$ cat config.mk
export PLATFORM = sky130hd
export DESIGN_NAME = bcc_ctrl
export DESIGN_NICKNAME = d
export VERILOG_FILES = /design/src/rtl/bcc_pkg.sv /design/src/rtl/bcc_ctrl.sv
export SDC_FILE = /design/constraint.sdc
export NUM_CORES = 1
export LEC_CHECK = 0
export BUFFER_PORTS_ARGS = -buffer_cell sky130_fd_sc_hd__buf_2
export CORE_AREA = 2 2 39 41
export CTS_CLUSTER_DIAMETER = 60
export CTS_CLUSTER_SIZE = 16
export DETAILED_ROUTE_END_ITERATION = 10
export DIE_AREA = 0 0 41 43
export PLACE_DENSITY = 0.58
export SETUP_SLACK_MARGIN = 0.2
export SYNTH_ARGS = -nofsm -noshare
export SYNTH_HDL_FRONTEND = slang
export SYNTH_SLANG_ARGS = --single-unit
$ cat constraint.sdc
create_clock -name clk_i -period 1.6 [get_ports clk_i]
set_clock_uncertainty 0.2 [all_clocks]
set_input_delay 0.24 -clock clk_i [delete_from_list [all_inputs] [get_ports clk_i]]
set_output_delay 0.24 -clock clk_i [all_outputs]
set_load 0.02 [all_outputs]
$ cat src/rtl/bcc_pkg.sv
// Shared types and constants for the balance cascade controller.
package bcc_pkg;

  localparam int unsigned CfgIdxW  = 3;
  localparam int unsigned CfgDataW = 32;

  localparam logic signed [31:0] RST_UPRIGHT_KP    = -32'sd32768000;
  localparam logic signed [31:0] RST_UPRIGHT_KD    = -32'sd125829;
  localparam logic signed [31:0] RST_SPEED_KP      = -32'sd28836;
  localparam logic signed [31:0] RST_SPEED_KI      = -32'sd144;
  localparam logic signed [31:0] RST_STEER_KP      = 32'sd1310720;
  localparam logic signed [31:0] RST_STEER_DAMPING = 32'sd39322;
  localparam logic signed [16:0] RST_BALANCE_ANGLE = 17'sd128;
  localparam logic [14:0]        RST_MOTOR_LIMIT   = 15'd7000;

  localparam logic signed [15:0] INTEGRAL_LIMIT = 16'sd20000;
  localparam logic [15:0]        AVOID_MIN_SIZE = 16'd200;
  localparam logic [7:0]         LINE_MIN_CONF  = 8'd10;

  localparam logic signed [4:0] TARGET_AVOID = -5'sd10;
  localparam logic signed [4:0] TARGET_SLOW  = -5'sd5;
  localparam logic signed [4:0] TARGET_NONE  = 5'sd0;
  localparam logic signed [6:0] TURN_HARD    = 7'sd45;
  localparam logic signed [6:0] TURN_OTHER   = -7'sd30;

  localparam logic signed [21:0] LINE_N_LIMIT = 22'sd10000;

  // x/10 = (x * RECIP_10) >> 24 for x < 2^22; x/100 = (x * RECIP_100) >> 21 for x < 2^15
  localparam logic signed [31:0] RECIP_10  = 32'sd1677722;
  localparam logic signed [31:0] RECIP_100 = 32'sd20972;

  typedef enum logic [2:0] {
    REG_UPRIGHT_KP    = 3'd0,
    REG_UPRIGHT_KD    = 3'd1,
    REG_SPEED_KP      = 3'd2,
    REG_SPEED_KI      = 3'd3,
    REG_STEER_KP      = 3'd4,
    REG_STEER_DAMPING = 3'd5,
    REG_BALANCE_ANGLE = 3'd6,
    REG_MOTOR_LIMIT   = 3'd7
  } reg_idx_e;

  typedef enum logic [1:0] {
    COLOR_NONE  = 2'd0,
    COLOR_LEFT  = 2'd1,
    COLOR_RIGHT = 2'd2,
    COLOR_OTHER = 2'd3
  } color_e;

  typedef enum logic [1:0] {
    MODE_BALANCE = 2'd0,
    MODE_LINE    = 2'd1,
    MODE_AVOID   = 2'd2
  } drive_mode_e;

  typedef enum logic [3:0] {
    ST_IDLE, ST_FE_NUM, ST_FE_MUL, ST_FE_SET, ST_SI_SET, ST_SP_MUL2, ST_SP_SUM, ST_SP_SET,
    ST_D_SET, ST_UP_MUL1, ST_UP_MUL2, ST_UP_SUM, ST_UP_SET, ST_ST_MUL, ST_ST_SET, ST_MIX
  } state_e;

  typedef enum logic [4:0] {
    OP_NOP, OP_LOAD, OP_FE_NUM, OP_FE_MUL, OP_FE_SET, OP_SI_SET, OP_SP_MUL2, OP_SP_SUM,
    OP_SP_SET, OP_D_SET, OP_UP_MUL1, OP_UP_MUL2, OP_UP_SUM, OP_UP_SET, OP_ST_MUL,
    OP_ST_SET, OP_MIX
  } dp_op_e;

  typedef struct packed {
    dp_op_e op;
  } cmd_t;

  typedef struct packed {
    logic signed [31:0] upright_kp;
    logic signed [31:0] upright_kd;
    logic signed [31:0] speed_kp;
    logic signed [31:0] speed_ki;
    logic signed [31:0] steer_kp;
    logic signed [31:0] steer_damping;
    logic signed [16:0] balance_angle;
    logic [14:0]        motor_limit;
  } cfg_t;

endpackage

$ cat src/rtl/bcc_ctrl.sv
// Sequencer state machine and output word handshake for the controller.
module bcc_ctrl (
  input  logic          clk_i,
  input  logic          rst_ni,
  input  logic          in_valid_i,
  output logic          in_ready_o,
  output logic          out_valid_o,
  input  logic          out_ready_i,
  output bcc_pkg::cmd_t cmd_o
);
  import bcc_pkg::*;

  state_e state_q, state_d;
  logic   out_valid_q, out_valid_d;
  logic   slot_free;

  assign slot_free = !out_valid_q || out_ready_i;

  always_comb begin
    state_d = state_q;
    unique case (state_q)
      ST_IDLE:    if (in_valid_i) state_d = ST_FE_NUM;
      ST_FE_NUM:  state_d = ST_FE_MUL;
      ST_FE_MUL:  state_d = ST_FE_SET;
      ST_FE_SET:  state_d = ST_SI_SET;
      ST_SI_SET:  state_d = ST_SP_MUL2;
      ST_SP_MUL2: state_d = ST_SP_SUM;
      ST_SP_SUM:  state_d = ST_SP_SET;
      ST_SP_SET:  state_d = ST_D_SET;
      ST_D_SET:   state_d = ST_UP_MUL1;
      ST_UP_MUL1: state_d = ST_UP_MUL2;
      ST_UP_MUL2: state_d = ST_UP_SUM;
      ST_UP_SUM:  state_d = ST_UP_SET;
      ST_UP_SET:  state_d = ST_ST_MUL;
      ST_ST_MUL:  state_d = ST_ST_SET;
      ST_ST_SET:  state_d = ST_MIX;
      ST_MIX:     if (slot_free) state_d = ST_IDLE;
    endcase
  end

  always_comb begin
    cmd_o.op   = OP_NOP;
    in_ready_o = 1'b0;
    unique case (state_q)
      ST_IDLE: begin
        in_ready_o = 1'b1;
        if (in_valid_i) cmd_o.op = OP_LOAD;
      end
      ST_FE_NUM:  cmd_o.op = OP_FE_NUM;
      ST_FE_MUL:  cmd_o.op = OP_FE_MUL;
      ST_FE_SET:  cmd_o.op = OP_FE_SET;
      ST_SI_SET:  cmd_o.op = OP_SI_SET;
      ST_SP_MUL2: cmd_o.op = OP_SP_MUL2;
      ST_SP_SUM:  cmd_o.op = OP_SP_SUM;
      ST_SP_SET:  cmd_o.op = OP_SP_SET;
      ST_D_SET:   cmd_o.op = OP_D_SET;
      ST_UP_MUL1: cmd_o.op = OP_UP_MUL1;
      ST_UP_MUL2: cmd_o.op = OP_UP_MUL2;
      ST_UP_SUM:  cmd_o.op = OP_UP_SUM;
      ST_UP_SET:  cmd_o.op = OP_UP_SET;
      ST_ST_MUL:  cmd_o.op = OP_ST_MUL;
      ST_ST_SET:  cmd_o.op = OP_ST_SET;
      ST_MIX:     if (slot_free) cmd_o.op = OP_MIX;
    endcase
  end

  always_comb begin
    if (state_q == ST_MIX && slot_free) begin
      out_valid_d = 1'b1;
    end else if (out_ready_i) begin
      out_valid_d = 1'b0;
    end else begin
      out_valid_d = out_valid_q;
    end
  end

  always_ff @(posedge clk_i or negedge rst_ni) begin
    if (!rst_ni) begin
      state_q     <= ST_IDLE;
      out_valid_q <= 1'b0;
    end else begin
      state_q     <= state_d;
      out_valid_q <= out_valid_d;
    end
  end

  assign out_valid_o = out_valid_q;

  a_accept_starts: assert property (@(posedge clk_i) disable iff (!rst_ni)
    (in_valid_i && in_ready_o) |=> (state_q == ST_FE_NUM))
    else $error("accepted word did not start the sequence");

  a_valid_from_mix: assert property (@(posedge clk_i) disable iff (!rst_ni)
    $rose(out_valid_q) |-> ($past(state_q) == ST_MIX))
    else $error("output valid raised outside the mix step");

  a_mix_slot_free: assert property (@(posedge clk_i) disable iff (!rst_ni)
    (cmd_o.op == OP_MIX) |-> (!out_valid_q || out_ready_i))
    else $error("mix overwrote an output word not yet taken");

endmodule

# After elaboration in Yosys (flattened, before gate mapping)
# Cells that the tools add are included.
# word_totals
word_cells,34
ff_bits,5
# op_classes
reduce_logical,6
eq_ne,17
muxes,9
# ops
operator,count
one-hot mux 5 bit (16 select lines),1
one-hot mux 4 bit (16 select lines),1
== test 4 bit (second input constant),8
== test 4 x 3 -> 1 bit (second input constant),4
== test 4 x 2 -> 1 bit (second input constant),2
2-to-1 mux 4 bit,2
2-to-1 mux 5 bit,1
== test 4 x 1 -> 1 bit (second input constant),1
logical NOT 4 bit,1
2-to-1 mux 1 bit,4
inequality test 2 bit (second input constant),2
AND reduction 2 bit,1
nonzero test 2 bit,1
logical AND 1 bit,1
logical NOT 1 bit,1
logical OR 1 bit,1

# Depth between registers and ports, before layout
# depth
depth_word,4
depth_mapped,6
ltp_nobuf,5

# Worst setup path after synthesis
# No wires, ideal clock.
# synth_path
kind,flip-flop to output port
startpoint,reg state_q[0]
endpoint,out cmd_o[0] in the netlist's numbering
arrival_time_ns,1.413
slack_ns,-0.253
path_stages_with_launch,6
n_path_buf,0
cell_sequence,dfrtp_1 -> inv_1 -> ha_1 -> mux2_4 -> a221oi_2 -> o21ai_1
# synth_lines
element,line_no,rtl
start: declaration,bcc_ctrl.sv:13,"state_e state_q, state_d;"
start signal: assignment,bcc_ctrl.sv:82,state_q <= state_d;
end: declaration,bcc_ctrl.sv:9,output bcc_pkg::cmd_t cmd_o

==> out/qor.yml <==
clk-insertion-delay-late_ns: 0.23
ys_seq_area_frac: 0.2747
reg2reg_from: "state_q[0]"
violations: "negative setup slack"
synth_nets: 55
syn_inst: 46
dieArea_um2: 1763
syn_area_um2: 455.4
numCtsBuffers: 3
cap_violations: 0
area_growth_pct: 95.05
grt_setup_unrepaired: "true"
gp_congestion: 0.7278
finalCritPeriodShare: 1.278
synth_common_cells: "5 x dfrtp_1, 5 x ha_1, 4 x nor2_1"
yosysUniqueCellTypes: 28
worstSetupStartpointType: "flip-flop"
yosysTopAreaCell: "dfrtp_1"
die_x_um: 41
cts-root-buf: "clkbuf_4"
portBuffers: 10
synth_area_per_cell_um2: 9.901
r2r_slack_ns: -0.19
dieHeight_um: 43
rows: 14
synthTopCellsByArea: "dfrtp_1 27%, ha_1 14%, buf_4 4.9%"
io_pins: 11
ys.flop_type: "dfrtp_1"
start_util: 0.3291
synth-seq-cells: 5
critPathRequiredTime_ns: 1.16
synth_edf_count: 0
max_stage_delay_ns: 0.35
clockBufferDepth: 2
grt_usage: 0.1535
vias: 431
dp.cells: 83
crit_fanout: 3
grt_pass1_vias: 425
power.density_nw_per_um2: 2529
drtPass1Iterations: 3
r2r.worst_path.cells: 7
nFillCells: 113
antenna_found_initial: 0
final-hold-violation-count: 0
core_area_um2: 1384
slowest_stage: "dfrtp_1"
drive_gt1_frac: 0.7722
drv_slew: 0
nNetsFinal: 89
ir_drop_mv: 1.163
run_status: "finished, violations left"
n_antenna_cell: 0
cpLargestDelayFamily: "compound AO/OA/AOI/OAI gates"
fin_ws_ns: -0.4440
dp_hpwl_um: 757.6
timing.rr.end: "state_q[0]"
drt_iter0_drc: 1
worstPathCellList: "inv_2, ha_4, mux2_4, a221oi_4, o21ai_2, buf_6"
ant_nets: 0
cts_tree: "yes"
fin_cells: 95
wl_per_cell_um: 11.49
path_clk_slew_ns: 0.04
numClockSinks: 5
ctsHtreeMaxLevel: 1
arrival_ns: 1.60
vias_per_cell: 4.537
grt_overflow: 0
cp.buffers_inverters: 2
finalInstanceArea_um2: 888.4
multi_input_area_um2: 430.4
synth_top_cell_area_share: 0.2747
crit_type: "reg -> out"
min-delay-path-class: "in -> async"
finalSetupViolCount: 8
worst_pin_slew_ns: 0.2222
grt_first_pass_wirelength_mm: 1.794
ys_warn_count: 0
tns_ns: -2.048
synth-async-reset-ratio: 1.000
timing.final.crit_period_ns: 2.044
worst_setup_path_end_kind: "output pin"
fmax_ghz: 0.4892
drc_errors: 0
drt_wl_total_mm: 1.092
p_leak_nw: 0.4014
regArea_um2: 125.1
place_ws_ns: -0.2180
postPlaceCellArea_um2: 645.6
slew_headroom: 0.8512
final_util: 0.6420
grt_max_degree: 8
==> registers in the layout, indices dropped and copies added, names as in the netlist <==
register     count
out_valid_o      1
state_q          4
==> metal layers <==
layer	up-vias	global-route usage	share of wire	wire length [um]
met5	-	0	0	0
met4	0	0.1000	0	0
met3	0	0.03141	0.023	25
met2	8	0.2281	0.54	587
met1	198	0.1902	0.44	479
li1	225	-	-	-
==> how the worst max path moves through the flow <==
stage | from | end | slack [ns] | depth (start not counted)
CTS | state_q[0] | cmd_o[0] | -0.47 | 6
finish | state_q[0] | cmd_o[0] | -0.44 | 6
detailed placement | state_q[0] | cmd_o[0] | -0.22 | 6
global route | state_q[0] | cmd_o[0] | -0.52 | 6
global placement | state_q[0] | cmd_o[0] | -0.20 | 6
floorplan | state_q[1] | cmd_o[0] | -0.14 | 5
==> cell usage in the layout (no fill, tap or decap), types with 3 or more instances in the layout <==
cell and count:
buf_6 5, ha_4 5, clkbuf_4 3, dfrtp_1 5, buf_2 4, buf_4 23
==> what timing repair did <==
action,CTS,global route
hold endpoints to repair,5,0
setup buffers,4,3
cloned,0,0
setup endpoints to repair,11,10
gates resized for setup,24,7
hold buffers,1,0
pin swaps,7,4
==> metrics by stage <==
| stage | total power, mW | hold slack, ns |
|---|---|---|
| floorplan | 1.145 | -0.2556 |
| global placement | 1.464 | -0.1409 |
| detailed placement | 1.468 | -0.1417 |
| CTS | 2.059 | 0.1294 |
| global route | 2.403 | 0.1391 |
| finish | 2.246 | 0.1349 |
==> cell families (layout without fill, tap and decap cells) <==
| logic type | count (synthesis) | in the layout | share of synthesized area |
|---|---|---|---|
| buffers and inverters | 7 | 40 | 0.1154 |
| and+or+nand+nor | 17 | 17 | 0.2280 |
| DFF | 5 | 5 | 0.2747 |
| adders and majority gates | 5 | 5 | 0.1374 |
| muxes | 3 | 3 | 0.07966 |
| AOI/OAI and AO/OA | 9 | 9 | 0.1648 |
==> final cells by class <==
class | count | area share
Sequential cell | 5 | 0.1408
Inverter | 2 | 0.008451
Clock buffer | 4 | 0.02958
Tap cell | 16 | 0.02254
Timing Repair Buffer | 34 | 0.3141
Multi-Input combinational cell | 34 | 0.4845
==> power by group <==
group          internal (mW)  switching (mW)
logic                   1.04           0.816
registers              0.192          0.0600
clock network         0.0938          0.0450
No activity file was read; power rests on OpenSTA's default activity.
