$ cat src/rtl/bcc_pkg.sv
// Shared types and constants for the balance cascade controller.
package bcc_pkg;

  localparam int unsigned CfgIdxW  = 3;
  localparam int unsigned CfgDataW = 32;

  localparam logic signed [31:0] RST_UPRIGHT_KP    = -32'sd32768000;
  localparam logic signed [31:0] RST_UPRIGHT_KD    = -32'sd125829;
  localparam logic signed [31:0] RST_SPEED_KP      = -32'sd28836;
  localparam logic signed [31:0] RST_SPEED_KI      = -32'sd144;
  localparam logic signed [31:0] RST_STEER_KP      = 32'sd1310720;
  localparam logic signed [31:0] RST_STEER_DAMPING = 32'sd39322;
  localparam logic signed [16:0] RST_BALANCE_ANGLE = 17'sd128;
  localparam logic [14:0]        RST_MOTOR_LIMIT   = 15'd7000;

  localparam logic signed [15:0] INTEGRAL_LIMIT = 16'sd20000;
  localparam logic [15:0]        AVOID_MIN_SIZE = 16'd200;
  localparam logic [7:0]         LINE_MIN_CONF  = 8'd10;

  localparam logic signed [4:0] TARGET_AVOID = -5'sd10;
  localparam logic signed [4:0] TARGET_SLOW  = -5'sd5;
  localparam logic signed [4:0] TARGET_NONE  = 5'sd0;
  localparam logic signed [6:0] TURN_HARD    = 7'sd45;
  localparam logic signed [6:0] TURN_OTHER   = -7'sd30;

  localparam logic signed [21:0] LINE_N_LIMIT = 22'sd10000;

  // x/10 = (x * RECIP_10) >> 24 for x < 2^22; x/100 = (x * RECIP_100) >> 21 for x < 2^15
  localparam logic signed [31:0] RECIP_10  = 32'sd1677722;
  localparam logic signed [31:0] RECIP_100 = 32'sd20972;

  typedef enum logic [2:0] {
    REG_UPRIGHT_KP    = 3'd0,
    REG_UPRIGHT_KD    = 3'd1,
    REG_SPEED_KP      = 3'd2,
    REG_SPEED_KI      = 3'd3,
    REG_STEER_KP      = 3'd4,
    REG_STEER_DAMPING = 3'd5,
    REG_BALANCE_ANGLE = 3'd6,
    REG_MOTOR_LIMIT   = 3'd7
  } reg_idx_e;

  typedef enum logic [1:0] {
    COLOR_NONE  = 2'd0,
    COLOR_LEFT  = 2'd1,
    COLOR_RIGHT = 2'd2,
    COLOR_OTHER = 2'd3
  } color_e;

  typedef enum logic [1:0] {
    MODE_BALANCE = 2'd0,
    MODE_LINE    = 2'd1,
    MODE_AVOID   = 2'd2
  } drive_mode_e;

  typedef enum logic [3:0] {
    ST_IDLE, ST_FE_NUM, ST_FE_MUL, ST_FE_SET, ST_SI_SET, ST_SP_MUL2, ST_SP_SUM, ST_SP_SET,
    ST_D_SET, ST_UP_MUL1, ST_UP_MUL2, ST_UP_SUM, ST_UP_SET, ST_ST_MUL, ST_ST_SET, ST_MIX
  } state_e;

  typedef enum logic [4:0] {
    OP_NOP, OP_LOAD, OP_FE_NUM, OP_FE_MUL, OP_FE_SET, OP_SI_SET, OP_SP_MUL2, OP_SP_SUM,
    OP_SP_SET, OP_D_SET, OP_UP_MUL1, OP_UP_MUL2, OP_UP_SUM, OP_UP_SET, OP_ST_MUL,
    OP_ST_SET, OP_MIX
  } dp_op_e;

  typedef struct packed {
    dp_op_e op;
  } cmd_t;

  typedef struct packed {
    logic signed [31:0] upright_kp;
    logic signed [31:0] upright_kd;
    logic signed [31:0] speed_kp;
    logic signed [31:0] speed_ki;
    logic signed [31:0] steer_kp;
    logic signed [31:0] steer_damping;
    logic signed [16:0] balance_angle;
    logic [14:0]        motor_limit;
  } cfg_t;

endpackage

$ cat src/rtl/bcc_regs.sv
// Configuration register file for the balance cascade controller.
module bcc_regs (
  input  logic                            clk_i,
  input  logic                            rst_ni,
  input  logic                            cfg_we_i,
  input  logic [bcc_pkg::CfgIdxW-1:0]     cfg_idx_i,
  input  logic [bcc_pkg::CfgDataW-1:0]    cfg_wdata_i,
  output bcc_pkg::cfg_t                   cfg_o
);
  import bcc_pkg::*;

  cfg_t cfg_q, cfg_d;

  always_comb begin
    cfg_d = cfg_q;
    if (cfg_we_i) begin
      unique case (reg_idx_e'(cfg_idx_i))
        REG_UPRIGHT_KP:    cfg_d.upright_kp    = $signed(cfg_wdata_i[31:0]);
        REG_UPRIGHT_KD:    cfg_d.upright_kd    = $signed(cfg_wdata_i[31:0]);
        REG_SPEED_KP:      cfg_d.speed_kp      = $signed(cfg_wdata_i[31:0]);
        REG_SPEED_KI:      cfg_d.speed_ki      = $signed(cfg_wdata_i[31:0]);
        REG_STEER_KP:      cfg_d.steer_kp      = $signed(cfg_wdata_i[31:0]);
        REG_STEER_DAMPING: cfg_d.steer_damping = $signed(cfg_wdata_i[31:0]);
        REG_BALANCE_ANGLE: cfg_d.balance_angle = $signed(cfg_wdata_i[16:0]);
        REG_MOTOR_LIMIT:   cfg_d.motor_limit   = cfg_wdata_i[14:0];
      endcase
    end
  end

  always_ff @(posedge clk_i or negedge rst_ni) begin
    if (!rst_ni) begin
      cfg_q.upright_kp    <= RST_UPRIGHT_KP;
      cfg_q.upright_kd    <= RST_UPRIGHT_KD;
      cfg_q.speed_kp      <= RST_SPEED_KP;
      cfg_q.speed_ki      <= RST_SPEED_KI;
      cfg_q.steer_kp      <= RST_STEER_KP;
      cfg_q.steer_damping <= RST_STEER_DAMPING;
      cfg_q.balance_angle <= RST_BALANCE_ANGLE;
      cfg_q.motor_limit   <= RST_MOTOR_LIMIT;
    end else begin
      cfg_q <= cfg_d;
    end
  end

  assign cfg_o = cfg_q;

endmodule

$ cat config.mk
export PLATFORM = sky130hd
export DESIGN_NAME = bcc_regs
export DESIGN_NICKNAME = d
export VERILOG_FILES = /design/src/rtl/bcc_pkg.sv /design/src/rtl/bcc_regs.sv
export SDC_FILE = /design/constraint.sdc
export NUM_CORES = 1
export LEC_CHECK = 0
export BUFFER_PORTS_ARGS = -buffer_cell sky130_fd_sc_hd__buf_2
export CAP_MARGIN = 20
export CELL_PAD_IN_SITES_DETAIL_PLACEMENT = 0
export CELL_PAD_IN_SITES_GLOBAL_PLACEMENT = 1
export CORE_ASPECT_RATIO = 0.8
export CORE_UTILIZATION = 30
export CTS_BUF_LIST = sky130_fd_sc_hd__clkbuf_8 sky130_fd_sc_hd__clkbuf_16
export CTS_CLUSTER_SIZE = 24
export DETAILED_ROUTE_END_ITERATION = 10
export PLACE_DENSITY_LB_ADDON = 0.25
export SLEW_MARGIN = 20
export SYNTH_ARGS = -nofsm -noshare
export SYNTH_HDL_FRONTEND = slang
export SYNTH_SLANG_ARGS = --single-unit
$ cat constraint.sdc
create_clock -name clk_i -period 0.8 [get_ports clk_i]
set_clock_uncertainty 0.1 [all_clocks]
set_input_delay 0.04 -clock clk_i [delete_from_list [all_inputs] [get_ports clk_i]]
set_output_delay 0.04 -clock clk_i [all_outputs]
set_load 0.02 [all_outputs]
# Yosys cells after proc, flatten, opt, wreduce, memory -nomap -nowiden
# Cells that the tools add are included.
# op_classes
n_eq_ne	7
reduce_logical	9
# ops
op	count
AND reduction 2 bit	8
equality test 3 bit (second input constant)	4
equality test 3 x 2 -> 1 bit (second input constant)	2
equality test 3 x 1 -> 1 bit (second input constant)	1
logical NOT 3 bit	1
# totals
regBits	224
output_inout_bits	224

# Logic depth before layout (Yosys ltp)
# logic_depth
depth_word	2
mapped_depth	5
depth_no_buf	2

# Worst setup path before layout
# No wires, ideal clock.
# synth_path
path_type	in2reg
from	input cfg_idx_i[1] in the netlist's numbering
to	register cfg_q (netlist bit cfg_o[197])
setup_time_ps	125
t_arrival_ps	1125
required_time_ps	575
setup_slack_ps	-550
cell_stages	4
n_path_buf	2
cell_sequence	buf_2 -> nor4b_4 -> buf_6 -> mux2_2
# synth_between
elab_chain_len	2
# synth_lines
element	line	source
start: declaration	bcc_regs.sv:6	input logic [bcc_pkg::CfgIdxW-1:0] cfg_idx_i,
logical NOT 3 bit	bcc_regs.sv:17	unique case (reg_idx_e'(cfg_idx_i))
AND reduction 2 bit (no source line)	--	
end signal: assignment	bcc_regs.sv:41	cfg_q <= cfg_d;
end: declaration	bcc_regs.sv:12	cfg_t cfg_q, cfg_d;
# Every way passes these cells.
# A chain may end at the register's enable or synchronous reset.

# Worst setup path in the final report
# layout_path
from	register cfg_q (netlist bit cfg_o[132])
to	output cfg_o[132] in the netlist's numbering
# layout_rtl
element	line	source
end: declaration	bcc_regs.sv:8	output bcc_pkg::cfg_t cfg_o
# No word-level cell between the ends.

==> summary.md <==
| Metric | Value |
|---|---|
| Dpl ws | `-723 ps` |
| Share of cells above drive strength 1 | `0.843` |
| Maximum buffer depth of the clock tree | `3` |
| IR Drop Worst-Case VDD | `1.72 mV` |
| Distinct cells, synth | `13` |
| CTS tree | `built` |
| WP buf/inv | `1` |
| Highest fanout seen on the critical path | `2` |
| Fraction of the core area covered by cells at the end of the flow | `0.589` |
| List of cells traversed by the critical path | `buf_6` |
| Cell count after synthesis | `483` |
| Antenna violations before repair | `0` |
| Level count of the clock H-tree | `1` |
| Setup ws final | `-544 ps` |
| GRT Total Usage | `0.187` |
| Fin nets | `1052` |
| Failing checks | `hold timing, setup timing` |
| Portion of the clock cycle consumed by the worst path in the final layout | `1.68` |
| Most common cell after layout, fill and taps aside | `sky130_fd_sc_hd__buf_6` |
| Flip-flop and latch count after synthesis | `224` |
| Cts hold-fix bufs | `33` |
| WL final | `28500 um` |
| Flip-flop count of the largest register after layout | `224` |
| Number of maximum-capacitance constraint violations | `0` |
| Detailed-routing iteration count for the pre-antenna-repair pass | `5` |
| Switch share | `0.297` |
| Most used cells in the layout excluding fill and tap cells | `391 x sky130_fd_sc_hd__buf_6, 220 x sky130_fd_sc_hd__mux2_4, 118 x sky130_fd_sc_hd__dfrtp_1` |
| Post-Synth Simple-Gate Area | `0.0125` |
| Total clock sinks | `224` |
| Count of final hold-check violations | `24` |
| Arr. time, crit path | `1200 ps` |
| Number of warnings printed during yosys synthesis | `0` |
| Family with the most delay on the worst path | `flip-flops` |
| Grt ovf | `0` |
| Met2 wire length | `14300 um` |
| Count of antenna-violating nets left after detailed routing | `0` |
| Fraction of power consumed by the clock network | `0.228` |
| Initial cell density of the core | `0.310` |
| Post-synth net total | `521` |
| Minimum period implied by the final worst setup slack | `1340 ps` |
| Slowest stage cell, crit path | `sky130_fd_sc_hd__dfstp_2` |
| Met1 Routed Length | `12200 um` |
| Maximum clock rate | `0.744 GHz` |
| Post-synthesis compound-gate area fraction | `0` |
| Sequential share of the synthesized area | `0.668` |
| Row cnt | `54` |
| Clk Latency, worst-skew pair | `500 ps` |
| Dominant combinational cell family by area after synthesis | `multiplexers` |
| Final antenna diode count | `0` |
| Maximum number of pins on one net before global-route repair | `32` |
| Share of synthesized area spent on multiplexers | `0.294` |
| Proportion of power drawn by flip-flops and latches | `0.367` |
| Routability Congestion | `0.741` |
| CP Data Required Time | `660 ps` |
| Result of the run | `complete, but fails checks` |
| Main area contributors after synthesis | `sky130_fd_sc_hd__dfrtp_1 36%, sky130_fd_sc_hd__dfstp_2 31%, sky130_fd_sc_hd__mux2_2 27%` |
| LEAKAGE | `7.93 nW` |
| Combinational share of power | `0.405` |
| Post-DP HPWL | `16900 um` |
| Post-synthesis share of cell area spent on full adders, half adders and majority gates | `0` |
| Routed length per instance | `20.4 um` |
| Number of DRC markers in iteration 0 | `184` |
| Number of global-route vias before repair | `6943` |
| Fraction of post-synthesis cell area in the top cell type by area | `0.356` |
| Area Growth Syn to Fin | `90.2%` |
| Nature of the critical path startpoint | `flop` |
| Hold Path Class | `primary input to asynchronous set/reset pin` |
| Unrepaired setup endpoints after global routing | `yes` |
| Worst slew margin relative to its limit | `0.807` |
| Count of final setup violators | `448` |
| PwrDens | `2830 mW/mm^2` |
| Post-Route Setup TNS | `-132550 ps` |
| Total power | `46.1 mW` |
| Summed instance area of the synthesized netlist | `0.00858 sq mm` |
| Synthesized-area fraction occupied by xor and xnor cells | `0` |
| Maximum single-stage delay on the critical path | `560 ps` |
| Total clock buffers created by CTS | `24` |
| Overall via count from detail_route | `6297` |
| Horiz. Die Dim | `191 um` |
| WS Path Type | `flop to primary output` |
| Per-instance average area after synthesis | `17.8 sq um` |
| Reg2Reg Setup Slack | `-230 ps` |
| Biggest area consumer among synthesized cells | `sky130_fd_sc_hd__dfrtp_1` |
| Detailed-route DRC error count | `0` |
| Core Box Area | `0.0277 sq mm` |
| CTS clock-pin slew for the worst setup and hold paths | `60 ps` |
| Vert. Die Dim | `153 um` |
| Top layer reached by signal wires | `met4` |
| Buffers on Ports | `261` |
| Slew at the pin closest to its max-slew limit | `289 ps` |
| Global-route wire length before repair | `42000 um` |
| Net Sw Power | `13.7 mW` |
| Cell-internal power | `32.4 mW` |
| Top-level I/O count | `262` |
| Number of pins exceeding their max-slew limit in the final report | `0` |
| Worst setup EP type | `primary output` |
| Die Area | `0.0293 sq mm` |
| Clock tree root driver cell | `sky130_fd_sc_hd__clkbuf_16` |
| Post-route worst hold slack | `-31.7 ps` |
| WL met3 | `1400 um` |
| Average vias per placed instance | `4.51` |
-- worst paths after layout --
kind / to / cells after the start / startpoint
max in group asynchronous: cfg_o[106]$_DFFE_PN1P_ / 4 / rst_ni
min in group clk_i: cfg_o[131]$_DFFE_PN1P_ / 4 / cfg_idx_i[2]
setup reg to reg: cfg_o[69]$_DFFE_PN0P_ / 2 / cfg_o[69]$_DFFE_PN0P_
hold reg to reg: cfg_o[50]$_DFFE_PN0P_ / 1 / cfg_o[50]$_DFFE_PN0P_
setup / recovery: cfg_o[132] / 1 / cfg_o[132]$_DFFE_PN1P_
hold / removal: cfg_o[92]$_DFFE_PN0P_ / 3 / rst_ni
-- timing repair --
| action | 4_1_cts | 5_1_grt |
|---|---|---|
| endpoints found under the hold margin | 448 | 11 |
| setup buffers | 70 | 67 |
| endpoints found under the setup margin | 448 | 448 |
| cloned | 6 | 0 |
| resized for setup | 664 | 96 |
| pin swaps | 4 | 2 |
-- per-stage QoR --
| step | hold WS [ps] | area, sq um | instances |
|---|---|---|---|
| after global routing | -24.9 | 16300 | 1396 |
| after floorplan | -356 | 9130 | 483 |
| after CTS | -32.1 | 15800 | 1359 |
| after global placement | -84.4 | 11800 | 1206 |
| final | -31.7 | 16300 | 1396 |
| after detailed placement | -88.3 | 11800 | 1206 |
-- power by group through the flow --
| stage | registers, mW | clock network [mW] | logic (mW) |
|---|---|---|---|
| after floorplan | 19.3 | 0 | 3.19 |
| after global placement | 16.2 | 0 | 11.5 |
| after detailed placement | 16.3 | 0 | 11.7 |
| after CTS | 16.8 | 10.7 | 17.6 |
| after global routing | 17.2 | 11.2 | 19.6 |
| final | 16.9 | 10.5 | 18.7 |
-- cell usage after synthesis --
| cell type | n |
|---|---|
| sky130_fd_sc_hd__mux2_2 | 207 |
| sky130_fd_sc_hd__dfrtp_1 | 122 |
| sky130_fd_sc_hd__dfstp_2 | 102 |
| sky130_fd_sc_hd__mux2_1 | 17 |
| sky130_fd_sc_hd__buf_2 | 12 |
| sky130_fd_sc_hd__buf_6 | 12 |
| sky130_fd_sc_hd__nor4bb_1 | 3 |
| sky130_fd_sc_hd__buf_4 | 2 |
| sky130_fd_sc_hd__nand4b_1 | 2 |
| sky130_fd_sc_hd__clkbuf_2 | 1 |
| sky130_fd_sc_hd__nand4_2 | 1 |
| sky130_fd_sc_hd__nand4b_4 | 1 |
| sky130_fd_sc_hd__nor4b_4 | 1 |
-- final cells by class --
type	count	area [sq um]
Timing Repair Buffer	532	5880
Clock inverter	16	75.1
Sequential cell	224	5740
Multi-Input combinational cell	232	3500
Tap cell	364	455
Fill cell	2061	11400
Clock buffer	28	667
-- metal layers --
layer	vias to the layer above	track usage
li1	2774	-
met1	3280	0.240
met2	200	0.323
met3	43	0.0356
met4	0	0.0446
met5	-	0
-- cells by family after synthesis --
kind of cell,count (synthesis)
buffers and inverters,27
flip-flops,224
multiplexers,224
AND/OR/NAND/NOR,8
Power figures use the tool's default switching activity.
