==> src/rtl/bcc_pkg.sv <==
// Shared types and constants for the balance cascade controller.
package bcc_pkg;

  localparam int unsigned CfgIdxW  = 3;
  localparam int unsigned CfgDataW = 32;

  localparam logic signed [31:0] RST_UPRIGHT_KP    = -32'sd32768000;
  localparam logic signed [31:0] RST_UPRIGHT_KD    = -32'sd125829;
  localparam logic signed [31:0] RST_SPEED_KP      = -32'sd28836;
  localparam logic signed [31:0] RST_SPEED_KI      = -32'sd144;
  localparam logic signed [31:0] RST_STEER_KP      = 32'sd1310720;
  localparam logic signed [31:0] RST_STEER_DAMPING = 32'sd39322;
  localparam logic signed [16:0] RST_BALANCE_ANGLE = 17'sd128;
  localparam logic [14:0]        RST_MOTOR_LIMIT   = 15'd7000;

  localparam logic signed [15:0] INTEGRAL_LIMIT = 16'sd20000;
  localparam logic [15:0]        AVOID_MIN_SIZE = 16'd200;
  localparam logic [7:0]         LINE_MIN_CONF  = 8'd10;

  localparam logic signed [4:0] TARGET_AVOID = -5'sd10;
  localparam logic signed [4:0] TARGET_SLOW  = -5'sd5;
  localparam logic signed [4:0] TARGET_NONE  = 5'sd0;
  localparam logic signed [6:0] TURN_HARD    = 7'sd45;
  localparam logic signed [6:0] TURN_OTHER   = -7'sd30;

  localparam logic signed [21:0] LINE_N_LIMIT = 22'sd10000;

  // x/10 = (x * RECIP_10) >> 24 for x < 2^22; x/100 = (x * RECIP_100) >> 21 for x < 2^15
  localparam logic signed [31:0] RECIP_10  = 32'sd1677722;
  localparam logic signed [31:0] RECIP_100 = 32'sd20972;

  typedef enum logic [2:0] {
    REG_UPRIGHT_KP    = 3'd0,
    REG_UPRIGHT_KD    = 3'd1,
    REG_SPEED_KP      = 3'd2,
    REG_SPEED_KI      = 3'd3,
    REG_STEER_KP      = 3'd4,
    REG_STEER_DAMPING = 3'd5,
    REG_BALANCE_ANGLE = 3'd6,
    REG_MOTOR_LIMIT   = 3'd7
  } reg_idx_e;

  typedef enum logic [1:0] {
    COLOR_NONE  = 2'd0,
    COLOR_LEFT  = 2'd1,
    COLOR_RIGHT = 2'd2,
    COLOR_OTHER = 2'd3
  } color_e;

  typedef enum logic [1:0] {
    MODE_BALANCE = 2'd0,
    MODE_LINE    = 2'd1,
    MODE_AVOID   = 2'd2
  } drive_mode_e;

  typedef enum logic [3:0] {
    ST_IDLE, ST_FE_NUM, ST_FE_MUL, ST_FE_SET, ST_SI_SET, ST_SP_MUL2, ST_SP_SUM, ST_SP_SET,
    ST_D_SET, ST_UP_MUL1, ST_UP_MUL2, ST_UP_SUM, ST_UP_SET, ST_ST_MUL, ST_ST_SET, ST_MIX
  } state_e;

  typedef enum logic [4:0] {
    OP_NOP, OP_LOAD, OP_FE_NUM, OP_FE_MUL, OP_FE_SET, OP_SI_SET, OP_SP_MUL2, OP_SP_SUM,
    OP_SP_SET, OP_D_SET, OP_UP_MUL1, OP_UP_MUL2, OP_UP_SUM, OP_UP_SET, OP_ST_MUL,
    OP_ST_SET, OP_MIX
  } dp_op_e;

  typedef struct packed {
    dp_op_e op;
  } cmd_t;

  typedef struct packed {
    logic signed [31:0] upright_kp;
    logic signed [31:0] upright_kd;
    logic signed [31:0] speed_kp;
    logic signed [31:0] speed_ki;
    logic signed [31:0] steer_kp;
    logic signed [31:0] steer_damping;
    logic signed [16:0] balance_angle;
    logic [14:0]        motor_limit;
  } cfg_t;

endpackage

==> src/rtl/bcc_dp.sv <==
// Datapath: mode select, velocity PI, upright PD, steering and mixing on one multiplier.
module bcc_dp (
  input  logic               clk_i,
  input  logic               rst_ni,
  input  bcc_pkg::cmd_t      cmd_i,
  input  bcc_pkg::cfg_t      cfg_i,
  input  logic signed [15:0] enc_left_i,
  input  logic signed [15:0] enc_right_i,
  input  logic signed [16:0] pitch_i,
  input  logic signed [15:0] gyro_pitch_i,
  input  logic signed [15:0] gyro_yaw_i,
  input  logic               clear_integral_i,
  input  logic [1:0]         color_code_i,
  input  logic [15:0]        color_size_i,
  input  logic               line_usable_i,
  input  logic [7:0]         line_confidence_i,
  input  logic signed [15:0] line_error_i,
  input  logic signed [15:0] line_angle_i,
  output logic signed [15:0] motor_left_o,
  output logic signed [15:0] motor_right_o,
  output logic [1:0]         drive_mode_o,
  output logic signed [31:0] speed_term_o,
  output logic signed [31:0] upright_term_o,
  output logic signed [31:0] steer_term_o
);
  import bcc_pkg::*;

  localparam logic signed [63:0] Max32 = 64'sd2147483647;
  localparam logic signed [63:0] Min32 = -64'sd2147483648;

  function automatic logic signed [31:0] sat32(input logic signed [63:0] v);
    logic signed [31:0] r;
    if (v > Max32) r = Max32[31:0];
    else if (v < Min32) r = Min32[31:0];
    else r = v[31:0];
    return r;
  endfunction

  function automatic logic signed [15:0] clamp_lim(input logic signed [32:0] v,
                                                  input logic signed [32:0] lim);
    logic signed [32:0] r;
    if (v > lim) r = lim;
    else if (v < -lim) r = -lim;
    else r = v;
    return r[15:0];
  endfunction

  // tick state
  logic signed [17:0] fe_q, fe_d;
  logic signed [15:0] si_q, si_d;

  // captured word and working registers
  logic signed [17:0] err_q, err_d;
  logic signed [21:0] ln_q, ln_d;
  logic signed [16:0] pitch_q, pitch_d;
  logic signed [15:0] gpitch_q, gpitch_d, gyaw_q, gyaw_d;
  logic               clr_q, clr_d;
  drive_mode_e        mode_q, mode_d;
  logic signed [6:0]  turn_q, turn_d;
  logic signed [21:0] num_q, num_d;
  logic signed [63:0] prod_q, prod_d, acc_q, acc_d;
  logic signed [31:0] speed_q, speed_d, d_q, d_d, upright_q, upright_d, steer_q, steer_d;

  // output word
  logic signed [15:0] ml_q, ml_d, mr_q, mr_d;
  drive_mode_e        mode_out_q, mode_out_d;
  logic signed [31:0] speed_out_q, speed_out_d, up_out_q, up_out_d, st_out_q, st_out_d;

  // load decode
  logic               is_avoid, is_line;
  logic signed [4:0]  target;
  logic signed [6:0]  turn_sel;

  // helpers
  logic signed [21:0] num_mag, ln_mag;
  logic [13:0]        ln_abs;
  logic [17:0]        fe_quot;
  logic signed [18:0] si_sum;
  logic signed [63:0] sp_shift, up_shift, st_shift;
  logic signed [41:0] d_full;
  logic signed [31:0] st_lq;
  logic signed [32:0] lim33, ml_full, mr_full;
  logic signed [31:0] mul_a, mul_b;

  always_comb begin
    is_avoid = (color_code_i != COLOR_NONE) && (color_size_i >= AVOID_MIN_SIZE);
    is_line  = line_usable_i && (line_confidence_i >= LINE_MIN_CONF);
    turn_sel = TURN_OTHER;
    unique case (color_e'(color_code_i)) inside
      COLOR_LEFT:  turn_sel = -TURN_HARD;
      COLOR_RIGHT: turn_sel = TURN_HARD;
      COLOR_NONE, COLOR_OTHER: turn_sel = TURN_OTHER;
    endcase
    if (is_avoid) begin
      target = (color_code_i == COLOR_OTHER) ? TARGET_SLOW : TARGET_AVOID;
    end else if (is_line) begin
      target = TARGET_SLOW;
    end else begin
      target = TARGET_NONE;
    end
  end

  always_comb begin
    num_mag  = num_q[21] ? -num_q : num_q;
    ln_mag   = ln_q[21] ? -ln_q : ln_q;
    ln_abs   = (ln_mag > LINE_N_LIMIT) ? LINE_N_LIMIT[13:0] : ln_mag[13:0];
    fe_quot  = prod_q[24 +: 18];
    si_sum   = 19'(si_q) + 19'(fe_q);
    sp_shift = (acc_q + (acc_q[63] ? 64'sd65535 : 64'sd0)) >>> 16;
    up_shift = (acc_q + (acc_q[63] ? 64'sd16777215 : 64'sd0)) >>> 24;
    st_shift = (prod_q + (prod_q[63] ? 64'sd65535 : 64'sd0)) >>> 16;
    d_full   = 42'(pitch_q) - 42'(cfg_i.balance_angle) - (42'(speed_q) <<< 8);
    st_lq    = $signed(32'(prod_q[21 +: 7]));
    lim33    = $signed(33'(cfg_i.motor_limit));
    ml_full  = 33'(upright_q) - 33'(steer_q);
    mr_full  = 33'(upright_q) + 33'(steer_q);
  end

  always_comb begin
    fe_d = fe_q;  si_d = si_q;
    err_d = err_q;  ln_d = ln_q;  pitch_d = pitch_q;  gpitch_d = gpitch_q;  gyaw_d = gyaw_q;
    clr_d = clr_q;  mode_d = mode_q;  turn_d = turn_q;  num_d = num_q;
    acc_d = acc_q;  speed_d = speed_q;  d_d = d_q;  upright_d = upright_q;  steer_d = steer_q;
    ml_d = ml_q;  mr_d = mr_q;  mode_out_d = mode_out_q;
    speed_out_d = speed_out_q;  up_out_d = up_out_q;  st_out_d = st_out_q;
    mul_a = '0;
    mul_b = '0;
    unique case (cmd_i.op)
      OP_LOAD: begin
        err_d    = 18'(enc_left_i) + 18'(enc_right_i) - 18'(target);
        ln_d     = (22'(line_error_i) <<< 5) + (22'(line_angle_i) <<< 4)
                 + (22'(line_angle_i) <<< 1);
        pitch_d  = pitch_i;
        gpitch_d = gyro_pitch_i;
        gyaw_d   = gyro_yaw_i;
        clr_d    = clear_integral_i;
        turn_d   = turn_sel;
        mode_d   = is_avoid ? MODE_AVOID : (is_line ? MODE_LINE : MODE_BALANCE);
      end
      OP_FE_NUM: begin
        num_d = (22'(err_q) <<< 1) + 22'(err_q) + (22'(fe_q) <<< 3) - 22'(fe_q);
      end
      OP_FE_MUL: begin
        mul_a = $signed(32'(num_mag[20:0]));
        mul_b = RECIP_10;
      end
      OP_FE_SET: begin
        fe_d = num_q[21] ? -$signed(fe_quot) : $signed(fe_quot);
      end
      OP_SI_SET: begin
        if (clr_q) si_d = '0;
        else if (si_sum > 19'(INTEGRAL_LIMIT)) si_d = INTEGRAL_LIMIT;
        else if (si_sum < -19'(INTEGRAL_LIMIT)) si_d = -INTEGRAL_LIMIT;
        else si_d = si_sum[15:0];
        mul_a = cfg_i.speed_kp;
        mul_b = 32'(fe_q);
      end
      OP_SP_MUL2: begin
        acc_d = prod_q;
        mul_a = cfg_i.speed_ki;
        mul_b = 32'(si_q);
      end
      OP_SP_SUM:  acc_d = acc_q + prod_q;
      OP_SP_SET:  speed_d = sat32(sp_shift);
      OP_D_SET:   d_d = sat32(64'(d_full));
      OP_UP_MUL1: begin
        mul_a = cfg_i.upright_kp;
        mul_b = d_q;
      end
      OP_UP_MUL2: begin
        acc_d = prod_q;
        mul_a = cfg_i.upright_kd;
        mul_b = 32'(gpitch_q);
      end
      OP_UP_SUM:  acc_d = acc_q + (prod_q <<< 8);
      OP_UP_SET:  upright_d = sat32(up_shift);
      OP_ST_MUL: begin
        unique case (mode_q)
          MODE_AVOID: begin
            mul_a = cfg_i.steer_kp;
            mul_b = 32'(turn_q);
          end
          MODE_LINE: begin
            mul_a = $signed(32'(ln_abs));
            mul_b = RECIP_100;
          end
          default: begin
            mul_a = cfg_i.steer_damping;
            mul_b = 32'(gyaw_q);
          end
        endcase
      end
      OP_ST_SET: begin
        if (mode_q == MODE_LINE) steer_d = ln_q[21] ? -st_lq : st_lq;
        else steer_d = st_shift[31:0];
      end
      OP_MIX: begin
        ml_d        = clamp_lim(ml_full, lim33);
        mr_d        = clamp_lim(mr_full, lim33);
        mode_out_d  = mode_q;
        speed_out_d = speed_q;
        up_out_d    = upright_q;
        st_out_d    = steer_q;
      end
      default: ;
    endcase
    prod_d = 64'(mul_a) * 64'(mul_b);
  end

  always_ff @(posedge clk_i or negedge rst_ni) begin
    if (!rst_ni) begin
      fe_q <= '0;
      si_q <= '0;
    end else begin
      fe_q <= fe_d;
      si_q <= si_d;
    end
  end

  always_ff @(posedge clk_i) begin
    err_q       <= err_d;
    ln_q        <= ln_d;
    pitch_q     <= pitch_d;
    gpitch_q    <= gpitch_d;
    gyaw_q      <= gyaw_d;
    clr_q       <= clr_d;
    mode_q      <= mode_d;
    turn_q      <= turn_d;
    num_q       <= num_d;
    prod_q      <= prod_d;
    acc_q       <= acc_d;
    speed_q     <= speed_d;
    d_q         <= d_d;
    upright_q   <= upright_d;
    steer_q     <= steer_d;
    ml_q        <= ml_d;
    mr_q        <= mr_d;
    mode_out_q  <= mode_out_d;
    speed_out_q <= speed_out_d;
    up_out_q    <= up_out_d;
    st_out_q    <= st_out_d;
  end

  assign motor_left_o   = ml_q;
  assign motor_right_o  = mr_q;
  assign drive_mode_o   = mode_out_q;
  assign speed_term_o   = speed_out_q;
  assign upright_term_o = up_out_q;
  assign steer_term_o   = st_out_q;

  a_integral_bound: assert property (@(posedge clk_i) disable iff (!rst_ni)
    (si_q <= INTEGRAL_LIMIT) && (si_q >= -INTEGRAL_LIMIT))
    else $error("speed integral outside its clamp");

  a_filter_bound: assert property (@(posedge clk_i) disable iff (!rst_ni)
    (fe_q <= 18'sd65546) && (fe_q >= -18'sd65546))
    else $error("filtered error outside input range");

  a_line_steer_bound: assert property (@(posedge clk_i) disable iff (!rst_ni)
    (cmd_i.op == OP_MIX && mode_q == MODE_LINE) |-> (steer_q <= 32'sd100 && steer_q >= -32'sd100))
    else $error("line steering beyond its clamp");

endmodule

==> config.mk <==
export PLATFORM = sky130hd
export DESIGN_NAME = bcc_dp
export DESIGN_NICKNAME = d
export VERILOG_FILES = /design/src/rtl/bcc_pkg.sv /design/src/rtl/bcc_dp.sv
export SDC_FILE = /design/constraint.sdc
export NUM_CORES = 2
export LEC_CHECK = 0
export BUFFER_PORTS_ARGS = -buffer_cell sky130_fd_sc_hd__buf_2
export CAP_MARGIN = 40
export CELL_PAD_IN_SITES_DETAIL_PLACEMENT = 0
export CELL_PAD_IN_SITES_GLOBAL_PLACEMENT = 1
export CORE_UTILIZATION = 53
export CTS_BUF_LIST = sky130_fd_sc_hd__clkbuf_16
export CTS_CLUSTER_DIAMETER = 40
export DETAILED_ROUTE_END_ITERATION = 10
export PLACE_DENSITY_LB_ADDON = 0.1
export SLEW_MARGIN = 20
export SYNTH_ARGS = -nofsm -noshare
export SYNTH_HDL_FRONTEND = slang
export SYNTH_SLANG_ARGS = --single-unit
==> constraint.sdc <==
create_clock -name clk_i -period 24.8 [get_ports clk_i]
set_input_delay 2.48 -clock clk_i [delete_from_list [all_inputs] [get_ports clk_i]]
set_output_delay 2.48 -clock clk_i [all_outputs]
set_load 0.02 [all_outputs]
### Word level (Yosys, flattened, before mapping)

Index checks and enable logic that the tools add are counted.
W data, S select, Z words.

* bits in registers: 541
* input port bits: 372
* output and inout port bits: 130
* logic and storage cells: 120

* $add $sub $neg: 22
* multipliers: 1
* $lt $le $gt $ge: 15
* eq/ne operators: 21
* muxes and demuxes: 29
* reductions and logical operators: 7

Operators by type and width (count)
* $pmux W32 S6: 2
* $pmux W64 S3: 1
* $mux W32: 5
* $add A64 B64 Y64: 2
* $pmux W32 S2: 2
* $mux W16: 7
* $gt A33 B16 Y1: 2
* $lt A33 B33 Y1: 2
* $add A64 B17 Y64: 1
* $add A64 B25 Y64: 1
* $mul A32 B32 Y64: 1
* $add A48 B17 Y48: 1
* $gt A48 B32 Y1 const B: 1
* $lt A48 B32 Y1 const B: 1
* $gt A41 B32 Y1 const B: 1
* $lt A41 B32 Y1 const B: 1
* $sub A18 B40 Y41: 1
* $eq A5 B4 Y1 const B: 8
* $gt A40 B32 Y1 const B: 1
* $lt A40 B32 Y1 const B: 1
* $add A32 B32 Y33: 1
* $neg A15 Y33: 1
* $sub A32 B32 Y33: 1
* $neg A7 Y32: 1
* other kinds (38): 49

### Longest topological paths before layout

* word-level depth: 7
* gate-level depth with buffers: 44
* depth with buffers taken out: 42

### Least setup slack after synthesis

OpenSTA, ideal clock, no wires.

* path kind: input port to flip-flop
* from: input cmd_i[2] (netlist name)
* to: register prod_q[60]
* arrival: 11.872 ns
* required time: 24.668 ns
* setup slack: 12.796 ns
* cell stages on the path: 35
* buffers on the path: 3
* cell sequence: clkbuf_1 > nand2b_1 > or3_1 > clkbuf_1 > clkbuf_1 > nand2_1 > a2111oi_0 > nor2_1 > fa_1 > fa_1 > fa_1 > inv_1 > fa_1 > inv_1 > fa_1 > inv_1 > fa_1 > inv_1 > fa_1 > inv_1 > fa_1 > inv_1 > ha_1 > o21a_1 > nor2_1 > nor3_1 > a21o_1 > a211o_1 > a2111oi_0 > o21ai_0 > a21oi_1 > o21ai_0 > a31oi_1 > a211oi_1 > or3b_2

* cells in the longest elaborated chain, start to end: 3
* elaborated cells between the ends (all ways): 9

RTL lines
* from (decl): RTL line bcc_dp.sv:5 `input bcc_pkg::cmd_t cmd_i,`
* $eq A5 B4 Y1, or another cell as far along: RTL line bcc_dp.sv:128 `unique case (cmd_i.op)`
* $pmux W32 S6: RTL line bcc_dp.sv:128
* $mul A32 B32 Y64 *: RTL line bcc_dp.sv:207 `prod_d = 64'(mul_a) * 64'(mul_b);`
* via prod_d[60]: RTL line bcc_dp.sv:61 `logic signed [63:0] prod_q, prod_d, acc_q, acc_d;`
* to (signal assigned): RTL line bcc_dp.sv:230 `prod_q <= prod_d;`
* to (decl): RTL line bcc_dp.sv:61

Mark *: on every way through the listed nets, which the timed path passes. The rest lies on a longest branch.
A chain may end at the register's enable or synchronous reset.

### Final worst setup path

* from: input cmd_i[1] (netlist name)
* to: register prod_q[60]

The elaborated chain is that of the path after synthesis.

==> impl_metrics.csv <==
group,metric,value,unit
detailed_routing,drc,0,
setup_path,crit_arrival,15020,ps
cells_and_area,drive_above_1_share,10.4,%
timing,fin_skew,66.8,ps
place,dp_hpwl,230,mm
setup_path,cp-end-kind,"flop",
power_and_ir_drop,power.total,4.65,mW
place,io_buffers,497,
power_and_ir_drop,combPwrFrac,42.2,%
setup_path,r2r_setup_slack,11650,ps
logic_synthesis,yosys.cell_types.count,97,
floorplanning,die_area,155000,um2
detailed_routing,vias,68600,
setup_path,start_kind,"primary input",
setup_path,critPathMaxFanout,29,
setup_path,startpoint,"cmd_i[1]",
setup_path,cp_common_cell,"fa_1",
floorplanning,rows,143,
logic_synthesis,synth-async-reset-ratio,6.32,%
logic_synthesis,avgSynthCellArea,9.05,um2
logic_synthesis,yosys_warnings,0,
power_and_ir_drop,seq_power_share,26.5,%
cells_and_area,utilization,59.7,%
power_and_ir_drop,p_sw_share,40.2,%
timing,fmax,69.4,MHz
detailed_routing,highest_layer,"met5",
logic_synthesis,synth_compound_area_share,14.5,%
logic_synthesis,synth_xor_area_share,4.84,%
logic_synthesis,synth_edf_count,440,
place,pre_cts_slack,9420,ps
timing,tns,0,ps
run,drv_cap,0,
clock_tree,clock-sinks,538,
global_route,grt-ovfl-total,0,
status,outcome,"finished clean",
power_and_ir_drop,p_per_area,51.3,nW/um2
global_route,grt_antenna_before_repair,12,
place,place_congestion,0.982,
timing,worstMarginPinSlew,1030,ps
timing,finalSetupViolCount,0,
logic_synthesis,synth_cells,8988,
logic_synthesis,synth_mux_area_share,0.500,%
timing,rsz0062_at_grt,"false",
logic_synthesis,synthAdderAreaFrac,39.0,%
detailed_routing,ant_nets,0,
worst_hold_path,holdCritPathClass,"flop to flop",
setup_path,cp_slowest_cell,"a221oi_1",
cells_and_area,final_common_cell,"inv_1",
setup_path,max_stage_delay,880,ps
setup_path,worstReg2RegEnd,"prod_q[60]",
place,dpl-instance-area,87000,um2
logic_synthesis,synth_top_family_by_area,"adder cells",
setup_path,r2r_cells,38,
detailed_routing,met1_length,115,mm
cells_and_area,fin_area,90800,um2
clock_tree,clock_latency,740,ps
clock_tree,cts_setup_buffers,0,
timing,max-slew-margin-rel,31.7,%
clock_tree,cts_root_buf,"clkbuf_16",
detailed_routing,first_pass_iters,6,
power_and_ir_drop,p_leak,43.3,nW
setup_path,required,25400,ps
global_route,track_usage,36.8,%
clock_tree,cts_buffers,104,
power_and_ir_drop,clkPwrFrac,31.4,%
clock_tree,cts_tree,"yes",
detailed_routing,via_per_inst,5.95,
timing,finalCriticalPeriod,14420,ps
setup_path,critical_path_class,"primary input to flop",
timing,slew_viol_final,0,
floorplanning,die_h,394,um
floorplanning,chipWidth,394,um
detailed_routing,wirelength,285,mm
detailed_routing,met3_length,23.1,mm
setup_path,timing.rr.start,"ln_q[7]",
power_and_ir_drop,ir_worst_vdd,0.0000601,V
cells_and_area,area.growth.synth_to_final,11.7,%
timing,finalWorstSetupSlack,10380,ps
clock_tree,cts_resized,0,
logic_synthesis,ys.flop_type,"edfxtp_1",
power_and_ir_drop,p_sw,1.87,mW
detailed_routing,drtIter0Drc,6259,
detailed_routing,wl_per_cell,24.7,um
logic_synthesis,ys_ff_latch,538,
clock_tree,cts_max_level,3,
setup_path,crit_end,"prod_q[60]",
clock_tree,ctsHoldBuffers,0,
logic_synthesis,ys_seq_area_share,18.9,%
clock_tree,path_clk_slew,60,ps
logic_synthesis,synthSimpleGateAreaFrac,13.3,%
logic_synthesis,synth_area,81300,um2
power_and_ir_drop,p_int,2.79,mW
clock_tree,clock_path_buffers,3,
cells_and_area,fillers,13400,
timing,hold_viol,0,
global_route,grt_pass1_wl,428,mm
floorplanning,start_util,53.5,%
floorplanning,io_pins,502,
floorplanning,core,152000,um2
cells_and_area,nNetsFinal,11600,
global_route,grt_pass1_vias,68900,
global_route,grt_max_degree,67,
logic_synthesis,synthesis.nets,11200,
detailed_routing,met2_length,133,mm
cells_and_area,most-common-layout-cells,"1549 x inv_1, 1185 x fa_1, 993 x nand2_1, 685 x nor2_1, 637 x ha_1",
timing,period_share,58.1,%
-- flip-flops by register name, indices dropped and copies added, names as in the netlist --
register,flops
acc_q,64
clr_q,1
d_q,32
drive_mode_o,2
err_q,18
fe_q,18
gpitch_q,16
gyaw_q,16
ln_q,21
mode_q,2
motor_left_o,16
motor_right_o,16
num_q,22
pitch_q,17
prod_q,64
si_q,16
speed_q,32
speed_term_o,32
steer_q,32
steer_term_o,32
turn_q,5
upright_q,32
upright_term_o,32
-- cell usage after synthesis, types with 16 or more instances --
master / count / area [um2]
a211oi_1: 56 / 420
ha_1: 639 / 8000
or2_2: 17 / 106
o21a_1: 69 / 518
o211ai_1: 27 / 203
buf_1: 19 / 71.3
nand4_1: 70 / 438
xor2_1: 174 / 1520
buf_2: 29 / 145
a21o_1: 187 / 1400
edfxtp_1: 440 / 13200
nor2b_1: 65 / 407
a211o_1: 26 / 228
xnor2_1: 275 / 2410
and3_1: 74 / 463
nor4_1: 24 / 150
and2_1: 40 / 250
nand2_1: 993 / 3730
nor2_1: 693 / 2600
or4_1: 18 / 135
dfrtp_1: 34 / 851
fa_1: 1185 / 23700
a22oi_1: 94 / 706
or3_1: 41 / 257
nand2b_1: 91 / 569
o21bai_1: 56 / 420
and4_1: 16 / 140
mux2i_1: 35 / 350
o41ai_1: 19 / 166
o31ai_1: 46 / 345
nor3_1: 140 / 701
a21oi_1: 405 / 2030
a31oi_1: 49 / 307
o21ai_0: 447 / 2240
a221o_1: 40 / 400
a221oi_1: 36 / 315
nand3_1: 104 / 521
clkbuf_1: 335 / 1260
inv_1: 1540 / 5780
dfxtp_1: 64 / 1280
-- final cells by class --
type	count	area, um2	area share, %
Tap cell	2030	2540	2.80
Sequential cell	538	15300	16.9
Inverter	1542	5790	6.37
Antenna cell	9	22.5	0.0248
Clock buffer	107	2680	2.95
Timing Repair Buffer	701	4390	4.84
Multi-Input combinational cell	6521	59100	65.1
Clock inverter	91	972	1.07
-- worst max-delay path, delay by kind of cell --
family,cells,cell delay [ps]
AO/OA/AOI/OAI,12,4750
adder cells (fa/ha/maj),9,4480
AND/OR/NAND/NOR,9,1950
buffers and inverters,8,1300
-- cells by family after synthesis --
group / count (synthesis)
DFF: 538
and+or+nand+nor: 2430
xor gates and xnor gates: 449
AOI/OAI and AO/OA: 1778
muxes: 40
adders and majority gates: 1824
buffers and inverters: 1929
-- metrics by stage --
step	hold WS, ps	std cells
final	477	11500
after global routing	485	11500
after CTS	490	11500
after detailed placement	449	11300
after global placement	448	11300
after floorplan	426	8988
-- power groups by stage --
stage                     registers [mW]  logic (mW)  clock network, mW
after floorplan                     1.19        1.35                  0
after global placement              1.25        1.88                  0
after detailed placement            1.24        1.93                  0
after CTS                           1.23        1.94               1.48
after global routing                1.23        2.16               1.52
final                               1.23        1.96               1.46
-- layer usage --
metal | up-vias | GRT usage, %
met2 | 3022 | 59.2
met4 | 6 | 15.6
li1 | 30500 | -
met3 | 556 | 6.06
met1 | 34500 | 49.2
met5 | - | 0
-- how the worst min path moves through the flow --
stage,to,slack (ps),startpoint,cells after the start
floorplan,speed_term_o[0],430,speed_q[0],0
global placement,speed_term_o[27],450,speed_q[27],0
detailed placement,speed_term_o[27],450,speed_q[27],0
CTS,speed_term_o[25],490,speed_q[25],0
global route,speed_term_o[25],490,speed_q[25],0
finish,speed_term_o[25],480,speed_q[25],0
(Power assumes the default switching activity.)
